File: src/tcce_pkg.sv
// Types, constants and glyph mapping for the text console cursor engine.
`timescale 1ns / 1ps
package tcce_pkg;

	localparam int MAX_SCREEN_DIM = 4096;
	localparam int MARGIN_PX      = 8;

	localparam int CUR_W = 13;
	localparam int SUM_W = 15;
	localparam int CP_W  = 11;
	localparam int POS_W = 12;

	typedef enum logic [1:0] {
		REG_ENABLE = 2'd0,
		REG_WIDTH  = 2'd1,
		REG_HEIGHT = 2'd2,
		REG_SCALE  = 2'd3
	} cfg_reg_t;

	typedef enum logic {
		ACT_DRAW  = 1'b0,
		ACT_CLEAR = 1'b1
	} action_t;

	typedef enum logic {
		TBL_LATIN    = 1'b0,
		TBL_CYRILLIC = 1'b1
	} glyph_tbl_t;

	localparam logic [CP_W-1:0] CP_LF = 11'h00A;
	localparam logic [CP_W-1:0] CP_CR = 11'h00D;
	localparam logic [5:0] IDX_QUESTION = 6'h1F;
	localparam logic [5:0] IDX_YO       = 6'd32;

	typedef struct packed {
		logic [POS_W-1:0] pos_y;
		logic [POS_W-1:0] pos_x;
		logic [5:0]       glyph_index;
		glyph_tbl_t       glyph_table;
		action_t          action;
		logic             last;
	} result_t;

	typedef struct packed {
		glyph_tbl_t tbl;
		logic [5:0] idx;
	} glyph_t;

	function automatic glyph_t map_glyph(input logic [CP_W-1:0] cp_in);
		logic [CP_W-1:0] cp;
		glyph_t g;
		cp = cp_in;
		g.tbl = TBL_LATIN;
		g.idx = IDX_QUESTION;
		if (cp >= 11'h061 && cp <= 11'h07A) begin
			cp = cp - 11'h020;
		end
		if (cp >= 11'h020 && cp <= 11'h05F) begin
			g.tbl = TBL_LATIN;
			g.idx = 6'(cp - 11'h020);
		end else begin
			if (cp >= 11'h430 && cp <= 11'h44F) begin
				cp = cp - 11'h020;
			end
			if (cp >= 11'h410 && cp <= 11'h42F) begin
				g.tbl = TBL_CYRILLIC;
				g.idx = 6'(cp - 11'h410);
			end else if (cp == 11'h401 || cp == 11'h451) begin
				g.tbl = TBL_CYRILLIC;
				g.idx = IDX_YO;
			end
		end
		return g;
	endfunction

endpackage

File: src/text_console_cursor_engine.sv
// Top level of the text console cursor engine: UTF-8 decode, cursor and result queue.
`timescale 1ns / 1ps
// Usage:
//   s_axis carries one console byte per word (tdata[7:0]). m_axis carries
//   draw and clear commands; tlast marks the final command caused by a byte.
//   cfg_we/cfg_addr/cfg_wdata write the enable, width, height and scale
//   registers; write them only while no byte is in flight.
// Flow: a byte is registered into byte_s1 on accept and decoded from there;
//   its commands are written into the result queue, which drives m_axis,
//   once two queue entries are free.
// Throughput: one byte per cycle while two queue entries are free. A byte yields zero,
//   one or two commands; the output queue (four entries) drains one command per cycle
//   while m_axis_tready is high, so a run of two-command bytes is limited by m_axis.
// Reset: config returns to enabled, 720x1280, scale 2; cursor to the margin;
//   any held lead byte and all queued commands are dropped.
// Stall: while m_axis is stalled the queue fills; the held byte waits until
//   two entries are free, and s_axis_tready falls once that stage is full.
module text_console_cursor_engine
	import tcce_pkg::*;
(
	input  logic        clk,
	input  logic        arst_n,
	input  logic        cfg_we,
	input  logic [1:0]  cfg_addr,
	input  logic [12:0] cfg_wdata,
	input  logic        s_axis_tvalid,
	output logic        s_axis_tready,
	input  logic [7:0]  s_axis_tdata,  // [7:0] in_byte
	output logic        m_axis_tvalid,
	input  logic        m_axis_tready,
	output logic [31:0] m_axis_tdata,  // [0] action, [1] glyph_table, [7:2] glyph_index,
	                                   // [19:8] pos_x, [31:20] pos_y
	output logic        m_axis_tlast
);

	localparam int DEPTH = 4;
	localparam int PTR_W = 2;
	localparam int CNT_W = 3;
	localparam logic [CUR_W-1:0] MARGIN = CUR_W'(MARGIN_PX);

	logic             enable_q;
	logic [12:0]      width_q;
	logic [12:0]      height_q;
	logic [4:0]       scale_q;

	logic             valid_s1;
	logic [7:0]       byte_s1;
	logic             lead_valid_q;
	logic [4:0]       lead_q;
	logic [CUR_W-1:0] cursor_x_q;
	logic [CUR_W-1:0] cursor_y_q;

	result_t          fifo_q [DEPTH];
	logic [PTR_W-1:0] wr_ptr_q;
	logic [PTR_W-1:0] rd_ptr_q;
	logic [CNT_W-1:0] count_q;

	logic             fire_s1;
	logic             pop;
	logic             is_cont;
	logic             is_lead;
	logic             do_cp;
	logic [CP_W-1:0]  cp;
	logic [7:0]       cell_px;
	logic [SUM_W-1:0] w_sat;
	logic [SUM_W-1:0] h_sat;
	logic             is_cr;
	logic             is_lf;
	logic             wrap;
	logic             full;
	logic [CUR_W-1:0] x1;
	logic [CUR_W-1:0] y1;
	logic [CUR_W-1:0] x2;
	logic [CUR_W-1:0] y2;
	logic [CUR_W-1:0] x_nxt;
	logic [CUR_W-1:0] y_nxt;
	logic             lead_valid_nxt;
	logic [4:0]       lead_nxt;
	glyph_t           glyph;
	result_t          res0;
	result_t          res1;
	logic [1:0]       push_n;

	// config registers
	always_ff @(posedge clk or negedge arst_n) begin
		if (!arst_n) begin
			enable_q <= 1'b1;
			width_q  <= 13'd720;
			height_q <= 13'd1280;
			scale_q  <= 5'd2;
		end else if (cfg_we) begin
			unique case (cfg_reg_t'(cfg_addr))
				REG_ENABLE: enable_q <= cfg_wdata[0];
				REG_WIDTH:  width_q  <= cfg_wdata;
				REG_HEIGHT: height_q <= cfg_wdata;
				REG_SCALE:  scale_q  <= cfg_wdata[4:0];
				default: ;
			endcase
		end
	end

	assign fire_s1       = valid_s1 && (count_q <= CNT_W'(DEPTH - 2));
	assign s_axis_tready = !valid_s1 || fire_s1;
	assign pop           = m_axis_tvalid && m_axis_tready;

	always_ff @(posedge clk or negedge arst_n) begin
		if (!arst_n) begin
			valid_s1 <= 1'b0;
		end else if (s_axis_tready) begin
			valid_s1 <= s_axis_tvalid;
		end
	end

	always_ff @(posedge clk) begin
		if (s_axis_tready && s_axis_tvalid) begin
			byte_s1 <= s_axis_tdata;
		end
	end

	always_comb begin
		is_cont = lead_valid_q && (byte_s1[7:6] == 2'b10);
		is_lead = (byte_s1 >= 8'hC0) && (byte_s1 <= 8'hDF);
		lead_valid_nxt = lead_valid_q;
		lead_nxt = lead_q;
		do_cp = 1'b0;
		cp = {3'b000, byte_s1};
		if (is_cont) begin
			lead_valid_nxt = 1'b0;
			do_cp = 1'b1;
			cp = {lead_q, byte_s1[5:0]};
		end else if (is_lead) begin
			lead_valid_nxt = 1'b1;
			lead_nxt = byte_s1[4:0];
		end else begin
			lead_valid_nxt = 1'b0;
			do_cp = (byte_s1 < 8'hE0);
		end
	end

	always_comb begin
		cell_px = {((scale_q == 5'd0) ? 5'd1 : scale_q), 3'b000};
		w_sat = (SUM_W'(width_q) > SUM_W'(MAX_SCREEN_DIM)) ?
			SUM_W'(MAX_SCREEN_DIM) : SUM_W'(width_q);
		h_sat = (SUM_W'(height_q) > SUM_W'(MAX_SCREEN_DIM)) ?
			SUM_W'(MAX_SCREEN_DIM) : SUM_W'(height_q);
		is_cr = (cp == CP_CR);
		is_lf = (cp == CP_LF);
		wrap  = !is_lf &&
			(SUM_W'(cursor_x_q) + SUM_W'(cell_px) + SUM_W'(MARGIN_PX) > w_sat);
		x1 = (is_lf || wrap) ? MARGIN : cursor_x_q;
		y1 = (is_lf || wrap) ? CUR_W'(cursor_y_q + CUR_W'(cell_px)) : cursor_y_q;
		full = SUM_W'(y1) + SUM_W'(cell_px) + SUM_W'(MARGIN_PX) > h_sat;
		x2 = full ? MARGIN : x1;
		y2 = full ? MARGIN : y1;
		glyph = map_glyph(cp);

		res0 = '0;
		res0.action = ACT_CLEAR;
		res0.glyph_table = TBL_LATIN;
		res0.last = is_lf;
		res1.action = ACT_DRAW;
		res1.glyph_table = glyph.tbl;
		res1.glyph_index = glyph.idx;
		res1.pos_x = x2[POS_W-1:0];
		res1.pos_y = y2[POS_W-1:0];
		res1.last = 1'b1;

		x_nxt = cursor_x_q;
		y_nxt = cursor_y_q;
		push_n = 2'd0;
		if (do_cp) begin
			if (is_cr) begin
				x_nxt = MARGIN;
			end else if (is_lf) begin
				x_nxt = x2;
				y_nxt = y2;
				push_n = full ? 2'd1 : 2'd0;
			end else begin
				x_nxt = CUR_W'(x2 + CUR_W'(cell_px));
				y_nxt = y2;
				push_n = full ? 2'd2 : 2'd1;
				if (!full) begin
					res0 = res1;
				end
			end
		end
		if (!fire_s1 || !enable_q) begin
			push_n = 2'd0;
		end
	end

	always_ff @(posedge clk or negedge arst_n) begin
		if (!arst_n) begin
			lead_valid_q <= 1'b0;
			lead_q       <= '0;
			cursor_x_q   <= MARGIN;
			cursor_y_q   <= MARGIN;
		end else if (fire_s1 && enable_q) begin
			lead_valid_q <= lead_valid_nxt;
			lead_q       <= lead_nxt;
			cursor_x_q   <= x_nxt;
			cursor_y_q   <= y_nxt;
		end
	end

	// result queue
	always_ff @(posedge clk) begin
		if (push_n != 2'd0) begin
			fifo_q[wr_ptr_q] <= res0;
		end
		if (push_n == 2'd2) begin
			fifo_q[PTR_W'(wr_ptr_q + 1'b1)] <= res1;
		end
	end

	always_ff @(posedge clk or negedge arst_n) begin
		if (!arst_n) begin
			wr_ptr_q <= '0;
			rd_ptr_q <= '0;
			count_q  <= '0;
		end else begin
			wr_ptr_q <= PTR_W'(wr_ptr_q + PTR_W'(push_n));
			rd_ptr_q <= PTR_W'(rd_ptr_q + PTR_W'(pop));
			count_q  <= CNT_W'(count_q + CNT_W'(push_n) - CNT_W'(pop));
		end
	end

	assign m_axis_tvalid = (count_q != '0);
	assign m_axis_tdata  = {fifo_q[rd_ptr_q].pos_y, fifo_q[rd_ptr_q].pos_x,
		fifo_q[rd_ptr_q].glyph_index, fifo_q[rd_ptr_q].glyph_table,
		fifo_q[rd_ptr_q].action};
	assign m_axis_tlast  = fifo_q[rd_ptr_q].last;

	a_count_bound: assert property (@(posedge clk) disable iff (!arst_n)
		count_q <= CNT_W'(DEPTH))
		else $error("result queue overflow");

	a_pop_only: assert property (@(posedge clk) disable iff (!arst_n)
		(pop && push_n == 2'd0) |=> (count_q == $past(count_q) - 1'b1))
		else $error("queue count did not drop on pop");

	a_disabled_hold: assert property (@(posedge clk) disable iff (!arst_n)
		(fire_s1 && !enable_q && !cfg_we) |=>
			($stable(cursor_x_q) && $stable(cursor_y_q) && $stable(lead_valid_q)))
		else $error("state changed while console disabled");

	a_two_only_with_clear: assert property (@(posedge clk) disable iff (!arst_n)
		(push_n == 2'd2) |-> (res0.action == ACT_CLEAR && res1.action == ACT_DRAW))
		else $error("double push without clear then draw");

endmodule

File: config.mk
export PLATFORM = sky130hd
export DESIGN_NAME = text_console_cursor_engine
export DESIGN_NICKNAME = d
export VERILOG_FILES = /design/src/tcce_pkg.sv /design/src/text_console_cursor_engine.sv
export SDC_FILE = /design/constraint.sdc
export NUM_CORES = 1
export LEC_CHECK = 0
export BUFFER_PORTS_ARGS = -buffer_cell sky130_fd_sc_hd__buf_2
export CAP_MARGIN = 30
export CORE_AREA = 4 4 234 213
export DETAILED_ROUTE_END_ITERATION = 16
export DIE_AREA = 0 0 238 217
export GPL_ROUTABILITY_DRIVEN = 0
export PLACE_DENSITY_LB_ADDON = 0.3
export SETUP_SLACK_MARGIN = 0.2
export SLEW_MARGIN = 20
export SYNTH_ARGS = -nofsm -noshare
export SYNTH_HDL_FRONTEND = slang
export SYNTH_SLANG_ARGS = --single-unit
File: constraint.sdc
create_clock -name clk -period 13.3 [get_ports clk]
set_input_delay 1.33 -clock clk [delete_from_list [all_inputs] [get_ports clk]]
set_output_delay 1.33 -clock clk [all_outputs]
set_load 0.01 [all_outputs]
==> run_results.csv, run 1 <==
group,metric,value,unit
final_layout,final_cells,1719,
die,die_h,217,µm
route,drt-pass1-iter-count,6,
die,row_count,76,
worst_setup_path,critPathKind,"flip-flop to flip-flop",
route,wirelength,31000,µm
job,maxCapViolCount,0,
logic_synthesis,synthTopCellsByArea,"edfxtp_1 34%, dfrtp_1 13%, ha_1 7.8%",
worst_setup_path,arrival,11.86,ns
clock_tree,cts_buffer_depth,3,
route,viasPerCell,4.73,
final_layout,final_area,13600,µm²
timing,worstMarginPinSlew,0.953,ns
final_layout,drive_gt1_share,20.4,%
timing,slew_headroom,36.0,%
worst_setup_path,crit_path_start_kind,"flip-flop",
final_layout,nFillCells,4862,
die,start_util,24.8,%
final_layout,fin_nets,1181,
logic_synthesis,yosysWarnings,0,
route,avgRoutedWirePerCell,18.1,µm
timing,finalMaxSlewViolations,0,
timing,fmax,86.1,MHz
clock_tree,cts_tree,"done",
status,status,"finished clean",
logic_synthesis,synth_top_area_share,33.7,%
logic_synthesis,syn_nets,1127,
placed_design,dp_slack,1.69,ns
final_layout,num_antenna_cells,0,
global_routing,grt_pass1_wl,49000,µm
pwr,p_per_area,217,nW/µm²
logic_synthesis,synth_top_flop_cell,"edfxtp_1",
clock_tree,cts_setup_buffers,0,
clock_tree,ctsHoldBuffers,0,
clock_tree,htreeDepth,1,
timing,setup_viol,0,
worst_setup_path,cp-end-kind,"flip-flop",
placed_design,placed_area,12800,µm²
logic_synthesis,synth_cell_types,78,
timing,hold_viol,0,
pwr,p_total,0.00296,W
worst_setup_path,crit_required,13.54,ns
route,post-route-drc-count,0,
global_routing,antenna_found_initial,1,
logic_synthesis,synth-seq-area-share,50.5,%
timing,fin_ws,1.69,ns
timing,period_share,87.3,%
pwr,vdd_drop_max,0.0831,mV
route,antenna_left,0,
global_routing,gr-total-overflow,0,
pwr,power.leakage,5.40,nW
final_layout,multi_input_area,5470,µm²
worst_setup_path,slowest_delay,0.62,ns
worst_setup_path,cp_max_fo,64,
global_routing,grt_usage,11.9,%
worst_hold_path,hold_path_class,"flip-flop to flip-flop",
logic_synthesis,syn_inst,1021,
route,drt_iter0_drc,568,
die,core_area,47500,µm²
logic_synthesis,yosysMostFrequentCell,"edfxtp_1",
clock_tree,cts_resized,0,
logic_synthesis,postSynthAreaPerCell,11.5,µm²
clock_tree,cts_root_buf,"clkbuf_16",
clock_tree,clkSinkCount,212,
logic_synthesis,async_reset_ff_share,34.0,%
logic_synthesis,ys_ff_latch,212,
logic_synthesis,synth_common_cells,"132 x edfxtp_1, 99 x nor2_1, 81 x nand2_1",
final_layout,syn_to_final_growth,15.9,%
clock_tree,clk_pin_slew,0.06,ns
placed_design,dp_cells,1668,
worst_setup_path,critPathSlowestCell,"dfstp_2",
placed_design,port_buffers,62,
placed_design,dpl.hpwl,22300,µm
logic_synthesis,synth_area_leader_cell,"edfxtp_1",
global_routing,grt_max_degree,65,
die,die_w,238,µm
timing,min_period,11.61,ns
worst_setup_path,cp_num_buf_inv,8,
route,vias,8128,
global_routing,grt_pass1_vias,8224,
timing,skew,0.0199,ns
clock_tree,cts_inserted_buffers,26,
logic_synthesis,syn_area,11800,µm²
die,io_pins,63,
die,die_area,51600,µm²
final_layout,seqCellArea,5940,µm²
worst_setup_path,cp_top_family,"simple AND/OR/NAND/NOR gates",
timing,tns,0,ns
logic_synthesis,synth_edf_count,132,
clock_tree,clk_latency,0.55,ns
timing,grt_setup_unrepaired,"false",
[final timing paths]
| kind | startpoint | endpoint | slack [ns] | depth (start not counted) |
|---|---|---|---|---|
| setup reg to reg | scale_q[1] | fifo_q[0][12] | 1.69 | 47 |
| hold / removal | fifo_q[2][1] | fifo_q[2][1] | 0.47 | 1 |
| hold reg to reg | fifo_q[2][1] | fifo_q[2][1] | 0.47 | 1 |
| min in group asynchronous | arst_n | height_q[12] | 0.74 | 1 |
| setup / recovery | scale_q[1] | fifo_q[0][12] | 1.69 | 47 |
| max in group asynchronous | arst_n | cursor_x_q[3] | 11.92 | 2 |
[stage by stage]
step           hold slack (ns)  util (%)
2_1_floorplan            0.437         -
3_3_place_gp             0.450      26.8
3_5_place_dp             0.451      26.9
4_1_cts                  0.464      28.7
5_1_grt                  0.498      28.7
6_report                 0.468      28.7
[where the power goes]
part           total [W]  switching [W]  internal, W
logic            0.00134       0.000790     0.000552
clock network   0.000682       0.000277     0.000405
registers       0.000937       0.000114     0.000823
total            0.00296        0.00118      0.00178
[flip-flops by register name (all words and copies together) (netlist names)]
signal	flops
fifo_q	132
width_q	13
height_q	13
lead_q	5
byte_s1	8
rd_ptr_q	2
count_q	3
enable_q	1
wr_ptr_q	2
scale_q	5
lead_valid_q	1
cursor_x_q	13
cursor_y_q	13
valid_s1	1
[area by class of cell]
class                           instances  share of cell area, %
Sequential cell                       212                   43.6
Multi-Input combinational cell        712                   40.1
Tap cell                              624                   5.73
Clock buffer                           40                   5.46
Timing Repair Buffer                   76                   3.18
Inverter                               47                   1.29
Clock inverter                          8                  0.597
[kinds of logic after synthesis]
| group | share of synthesized area [%] |
|---|---|
| compound gates | 9.78 |
| xor+xnor | 2.23 |
| fa+ha+maj | 8.62 |
| buf+inv | 3.15 |
| flops | 50.5 |
| mux | 10.5 |
| simple gates | 15.2 |
[layout by cell type (no fill, tap or decap), types with 5 or more instances in the layout]
master and instances:
and3_1 47, ha_1 73, dfxtp_1 8, dfrtp_1 61, nor4_1 8, nand2b_1 11
or3_1 7, a31oi_1 5, edfxtp_1 132, o31ai_1 15, clkbuf_1 11, buf_4 11
fa_1 5, buf_2 62, xor2_1 11, mux2_2 41, inv_1 41, a21o_1 16
nor2b_1 15, clkbuf_16 27, nor3b_1 8, a21oi_1 47, mux4_2 33, nand3_1 21
dfstp_2 10, xnor2_1 19, nor2_1 99, nand2_1 81, o21a_1 12, o21ai_0 27
nor3_1 24, nand4_1 6
[per-layer routing]
metal,vias up,track usage [%],share of wire [%]
li1,3893,-,-
met2,173,18.6,44
met3,39,2.09,4.7
met1,4021,17.6,49
met5,-,0,0.042
met4,2,2.22,1.7
(Power assumes the default switching activity.)
==> run 2, diff against run 1 <==
Settings changed: RECOVER_POWER from default to 50.
==> run 2 against run 1 <==
The run now ends with max-capacitance violations, max-slew violations left. Count of clock-buffer cells in the layout stayed put. Cell area down 0.63%. First-iteration DRC count grew 1.2%. Maximum frequency down 1.6%. Non-clock buffer count is the same. Largest cell class unchanged.
==> run_results.csv, run 2 (same netlist as run 1, synthesis figures left out) <==
group,metric,value,unit
status,status,"finished, violations left",
status,violations,"max-capacitance violations, max-slew violations",
worst_setup_path,critPathKind,"flip-flop to flip-flop",
worst_setup_path,slowest_delay,0.73,ns
worst_hold_path,hold_path_class,"flip-flop to flip-flop",
timing,slew_headroom,-93.3,%
final_layout,largest_reg_flops,132,
final_layout,final_cell_mix,"132 x edfxtp_1, 99 x nor2_1, 81 x nand2_1, 73 x ha_1, 62 x dfrtp_1",
final_layout,num_antenna_cells,0,
die,die_w,238,µm
worst_setup_path,crit_required,13.54,ns
global_routing,grt_usage,11.9,%
pwr,power.leakage,5.28,nW
final_layout,syn_to_final_growth,15.1,%
worst_setup_path,reg2reg_depth,47,
route,avgRoutedWirePerCell,18.1,µm
timing,worstMarginPinSlew,2.90,ns
final_layout,utilization,28.5,%
final_layout,fin_nets,1181,
pwr,power.switching,0.00118,W
worst_hold_path,holdPathStages,1,
clock_tree,cts_tree,"done",
worst_setup_path,cp_max_fo,64,
job,maxCapViolCount,3,
final_layout,drive_gt1_share,16.3,%
route,drt-pass1-iter-count,5,
pwr,seqPwrFrac,31.8,%
timing,grt_setup_unrepaired,"false",
route,drt_iter0_drc,575,
die,core_area,47500,µm²
worst_setup_path,cpMostUsedCell,"a21oi_1",
final_layout,top_register,"fifo_q",
timing,tns,0,ns
pwr,vdd_drop_max,0.0832,mV
clock_tree,clk_pin_slew,0.06,ns
die,die_h,217,µm
timing,finalMaxSlewViolations,107,
die,die_area,51600,µm²
pwr,p_per_area,218,nW/µm²
worst_setup_path,arrival,12.04,ns
global_routing,antenna_found_initial,1,
clock_tree,cts_inserted_buffers,26,
die,io_pins,63,
worst_setup_path,crit_path_start_kind,"flip-flop",
route,antenna_left,0,
worst_setup_path,worstReg2RegStart,"scale_q[1]",
pwr,share_comb_of_total_power,45.1,%
worst_hold_path,worstHoldStart,"fifo_q[2][1]",
global_routing,grt_max_degree,65,
clock_tree,clkSinkCount,212,
route,post-route-drc-count,0,
placed_design,dpl.hpwl,22300,µm
timing,skew,0.0209,ns
die,row_count,76,
worst_setup_path,rr_endpoint,"fifo_q[3][12]",
route,wirelength,31100,µm
global_routing,grt_pass1_wl,49000,µm
final_layout,nFillCells,4858,
worst_setup_path,critPathSlowestCell,"a21oi_1",
timing,fmax,84.7,MHz
global_routing,grt_pass1_vias,8224,
timing,period_share,88.7,%
pwr,intPower,0.00177,W
pwr,sw_frac_of_total,40.1,%
clock_tree,cts_setup_buffers,0,
timing,min_period,11.80,ns
timing,setup_viol,0,
final_layout,final_common_cell,"edfxtp_1",
timing,hold_viol,0,
global_routing,gr-total-overflow,0,
clock_tree,cts_root_buf,"clkbuf_16",
clock_tree,cts_buffer_depth,3,
clock_tree,ctsHoldBuffers,0,
worst_setup_path,reg2reg_slack,1.50,ns
route,viasPerCell,4.70,
placed_design,port_buffers,62,
worst_hold_path,hold_path_end,"fifo_q[2][1]",
pwr,power_frac_clock,23.1,%
route,vias,8085,
clock_tree,clk_latency,0.55,ns
worst_setup_path,cp-end-kind,"flip-flop",
die,start_util,24.8,%
clock_tree,htreeDepth,1,
clock_tree,cts_resized,0,
## run 2: changes by cell type in the layout (fill, tap and decap cells not counted), sizes merged
cell    before  now
clkbuf      42   83
buf         74   33
## run 2: cell type report
type | count | area (µm²) | share of cell area [%]
inverter | 47 | 176 | 1.30
multi-input combinational | 712 | 5460 | 40.4
clock buffer | 40 | 744 | 5.50
tap | 624 | 781 | 5.77
timing repair buffer | 76 | 353 | 2.61
sequential | 212 | 5940 | 43.9
clock inverter | 8 | 81.3 | 0.601
## run 2: power by group through the flow
stage	Sequential, W	Combinational, W	Clock, W
after floorplan	0.000879	0.00101	0
after global placement	0.000946	0.00134	0
after detailed placement	0.000950	0.00135	0
after CTS	0.000937	0.00136	0.000700
after global routing	0.000954	0.00151	0.000729
final	0.000937	0.00133	0.000681
## run 2: worst max-delay path by stage
stage                     from             to  depth (start not counted)  slack [ns]
floorplan           scale_q[1]  fifo_q[0][10]                         47        3.33
global placement    scale_q[1]  fifo_q[0][30]                         47        2.15
detailed placement  scale_q[1]  fifo_q[0][31]                         47        1.69
CTS                 scale_q[1]  fifo_q[0][12]                         47        1.67
global route        scale_q[1]   fifo_q[3][3]                         47        0.42
finish              scale_q[1]  fifo_q[3][12]                         47        1.50
## run 2: metrics by stage
| step | setup slack (ns) | cells | power, W | hold slack, ns | area (µm²) |
|---|---|---|---|---|---|
| after floorplan | 3.33 | 1021 | 0.00189 | 0.437 | 11800 |
| after global placement | 2.15 | 1667 | 0.00229 | 0.450 | 12700 |
| after detailed placement | 1.69 | 1668 | 0.00230 | 0.451 | 12800 |
| after CTS | 1.67 | 1716 | 0.00300 | 0.464 | 13600 |
| after global routing | 0.418 | 1719 | 0.00319 | 0.498 | 13500 |
| final | 1.50 | 1719 | 0.00295 | 0.465 | 13500 |
## run 2: worst max-delay path: cells and delay by family (launching register included)
kind / cells / cell delay (ns)
XOR/XNOR: 2 / 0.32
AO/OA/AOI/OAI: 15 / 3.91
flip-flops: 1 / 0.69
AND/OR/NAND/NOR: 16 / 3.00
adder cells (fa/ha/maj): 8 / 2.34
buffers and inverters: 6 / 1.22
## run 2: metal layers
metal  vias to the layer above  part of all wire (%)  GRT usage [%]
li1                       3896                     -              -
met2                       139                    44           18.6
met5                         -                 0.042              0
met1                      4008                    49           17.6
met3                        40                   4.4           2.09
met4                         2                   1.7           2.22
==> run 3, diff against run 2 <==
Settings changed: ABC_AREA from default to 1, CORE_AREA 4 4 234 213 to 4 4 235 214, DIE_AREA 0 0 238 217 to 0 0 239 218.
==> run 3 against run 2 <==
Cell area rose by 0.22%. Maximum frequency increased by 9.0%. Global-route usage is 0.73 points higher. Final cell count is 19% higher. The run still ends with max-capacitance violations, max-slew violations left. Non-clock buffer count fell by 4. Worst hold slack improved by 0.0063 ns. Routed wire length rose by 7.6%. Register-to-register slack better by 0.97 ns. Worst setup slack improved by 0.97 ns. Critical endpoint is now fifo_q[1][28]. Count of clock-buffer cells in the layout shrank 14.
==> run_results.csv, run 3 <==
group,metric,value,unit
worst_setup_path,worstReg2RegStart,"scale_q[1]",
pwr,p_per_area,227,nW/µm²
worst_hold_path,worstHoldStart,"fifo_q[3][0]",
logic_synthesis,postSynthAreaPerCell,8.81,µm²
pwr,power.leakage,5.59,nW
pwr,intPower,0.00167,W
route,drt_iter0_drc,691,
logic_synthesis,synth_common_cells,"224 x nor2_1, 211 x nand2_1, 139 x o21ai_0",
die,core_area,47600,µm²
die,die_w,239,µm
final_layout,final_area,13600,µm²
clock_tree,clk_pin_slew,0.06,ns
logic_synthesis,yosysWarnings,0,
logic_synthesis,synth_top_flop_cell,"edfxtp_1",
final_layout,top_register,"fifo_q",
logic_synthesis,synth_top_area_share,33.4,%
logic_synthesis,async_reset_ff_share,34.0,%
route,antenna_left,0,
timing,setup_viol,0,
pwr,share_comb_of_total_power,48.5,%
clock_tree,cts_root_buf,"clkbuf_16",
worst_setup_path,slowest_delay,0.67,ns
global_routing,grt_pass1_wl,52500,µm
worst_setup_path,reg2reg_depth,52,
worst_setup_path,cpMostUsedCell,"nand2_1",
worst_hold_path,hold_path_end,"fifo_q[3][0]",
final_layout,nFillCells,5064,
logic_synthesis,syn_inst,1346,
final_layout,syn_to_final_growth,14.4,%
worst_setup_path,arrival,11.09,ns
route,wirelength,33400,µm
worst_setup_path,reg2reg_slack,2.47,ns
worst_setup_path,critPathSlowestCell,"dfstp_1",
clock_tree,htreeDepth,1,
global_routing,gr-total-overflow,0,
die,io_pins,63,
final_layout,num_antenna_cells,0,
global_routing,grt_max_degree,67,
pwr,power_frac_clock,21.4,%
clock_tree,clk_latency,0.54,ns
route,post-route-drc-count,0,
route,viasPerCell,4.55,
worst_setup_path,cp_max_fo,22,
route,drt-pass1-iter-count,5,
route,vias,9277,
worst_setup_path,crit_path_start_kind,"flip-flop",
timing,tns,0,ns
global_routing,antenna_found_initial,0,
worst_setup_path,cp-end-kind,"flip-flop",
status,violations,"max-capacitance violations, max-slew violations",
global_routing,grt_pass1_vias,9188,
die,die_area,52100,µm²
clock_tree,cts_buffer_depth,3,
worst_setup_path,rr_endpoint,"fifo_q[1][28]",
logic_synthesis,syn_nets,1452,
worst_setup_path,critPathKind,"flip-flop to flip-flop",
final_layout,fin_nets,1504,
worst_hold_path,hold_path_class,"flip-flop to flip-flop",
clock_tree,cts_inserted_buffers,25,
logic_synthesis,synth_edf_count,132,
route,avgRoutedWirePerCell,16.4,µm
timing,period_share,81.4,%
clock_tree,ctsHoldBuffers,0,
logic_synthesis,ys_ff_latch,212,
clock_tree,cts_resized,0,
final_layout,multi_input_area,5150,µm²
pwr,power.switching,0.00141,W
timing,finalMaxSlewViolations,142,
global_routing,grt_usage,12.7,%
die,start_util,24.9,%
clock_tree,clkSinkCount,212,
clock_tree,cts_setup_buffers,0,
timing,worstMarginPinSlew,2.79,ns
timing,hold_viol,0,
timing,min_period,10.83,ns
status,status,"finished, violations left",
final_layout,drive_gt1_share,9.24,%
final_layout,final_common_cell,"nor2_1",
pwr,sw_frac_of_total,45.8,%
logic_synthesis,synthTopCellsByArea,"edfxtp_1 33%, dfrtp_1 13%, ha_1 7.7%",
timing,skew,0.0192,ns
logic_synthesis,yosysMostFrequentCell,"nor2_1",
die,die_h,218,µm
pwr,p_total,0.00308,W
logic_synthesis,synth-seq-area-share,50.1,%
worst_setup_path,crit_required,13.57,ns
pwr,vdd_drop_max,0.0983,mV
timing,fmax,92.3,MHz
logic_synthesis,syn_area,11900,µm²
timing,slew_headroom,-85.8,%
logic_synthesis,synth_area_leader_cell,"edfxtp_1",
job,maxCapViolCount,3,
timing,grt_setup_unrepaired,"false",
placed_design,dpl.hpwl,24800,µm
pwr,seqPwrFrac,30.0,%
clock_tree,cts_tree,"done",
logic_synthesis,synth_cell_types,46,
placed_design,placed_area,12800,µm²
worst_hold_path,holdPathStages,2,
final_layout,seqCellArea,5940,µm²
final_layout,largest_reg_flops,132,
placed_design,port_buffers,62,
final_layout,final_cell_mix,"225 x nor2_1, 213 x nand2_1, 146 x o21ai_0, 134 x inv_1, 132 x edfxtp_1",
worst_setup_path,cp_top_family,"simple AND/OR/NAND/NOR gates",
worst_setup_path,cp_num_buf_inv,10,
die,row_count,76,
-- run 3: through the flow --
stage / util (%) / setup slack [ns] / hold slack (ns) / std cells
CTS: 28.6 / 2.98 / 0.481 / 2040
floorplan: - / 4.55 / 0.430 / 1346
global placement: 26.9 / 3.35 / 0.459 / 1992
finish: 28.5 / 2.47 / 0.471 / 2041
detailed placement: 27.0 / 3.04 / 0.465 / 1994
global route: 28.5 / 1.29 / 0.509 / 2041
-- run 3: cell families (layout without fill, tap and decap cells) --
group	after synthesis	count (layout)	share of synthesized area, %
XOR/XNOR	30	30	2.22
AND/OR/NAND/NOR	571	571	20.9
AO/OA/AOI/OAI	260	260	11.9
flip-flops	212	212	50.1
buffers and inverters	195	266	6.37
adder cells (fa/ha/maj)	78	78	8.55
-- run 3: area by class of cell --
type / count / share of cell area (%)
clock buffer: 26 / 4.64
inverter: 148 / 4.11
sequential: 212 / 43.8
timing repair buffer: 72 / 2.57
multi-input combinational: 939 / 38.0
tap: 624 / 5.75
clock inverter: 20 / 1.18
-- run 3: power by group through the flow --
| stage | combinational (W) | clock (W) | sequential, W |
|---|---|---|---|
| after floorplan | 0.00106 | 0 | 0.000893 |
| after global placement | 0.00149 | 0 | 0.000952 |
| after detailed placement | 0.00153 | 0 | 0.000937 |
| after CTS | 0.00154 | 0.000676 | 0.000925 |
| after global routing | 0.00170 | 0.000705 | 0.000939 |
| final | 0.00149 | 0.000660 | 0.000925 |
-- run 3: worst max path at each step --
stage	start	to	slack (ns)	depth (start not counted)
after floorplan	scale_q[1]	fifo_q[1][10]	4.55	54
after global routing	scale_q[1]	fifo_q[1][27]	1.29	52
final	scale_q[1]	fifo_q[1][28]	2.47	52
after CTS	scale_q[1]	fifo_q[1][27]	2.98	52
after detailed placement	scale_q[1]	fifo_q[1][30]	3.04	52
after global placement	scale_q[1]	fifo_q[2][7]	3.35	51
-- run 3: per-layer routing --
metal | routed length [µm] | track usage, % | vias to the layer above
li1 | - | - | 4623
met1 | 15800 | 17.7 | 4389
met4 | 689 | 2.56 | 0
met2 | 15200 | 20.6 | 224
met5 | 0 | 0 | -
met3 | 1690 | 2.44 | 41
-- run 3: tightest hold or removal path: cells and delay by family, from the launching register on --
kind | cells | cell delay [ns]
flip-flops | 1 | 0.33
AND/OR/NAND/NOR | 2 | 0.12
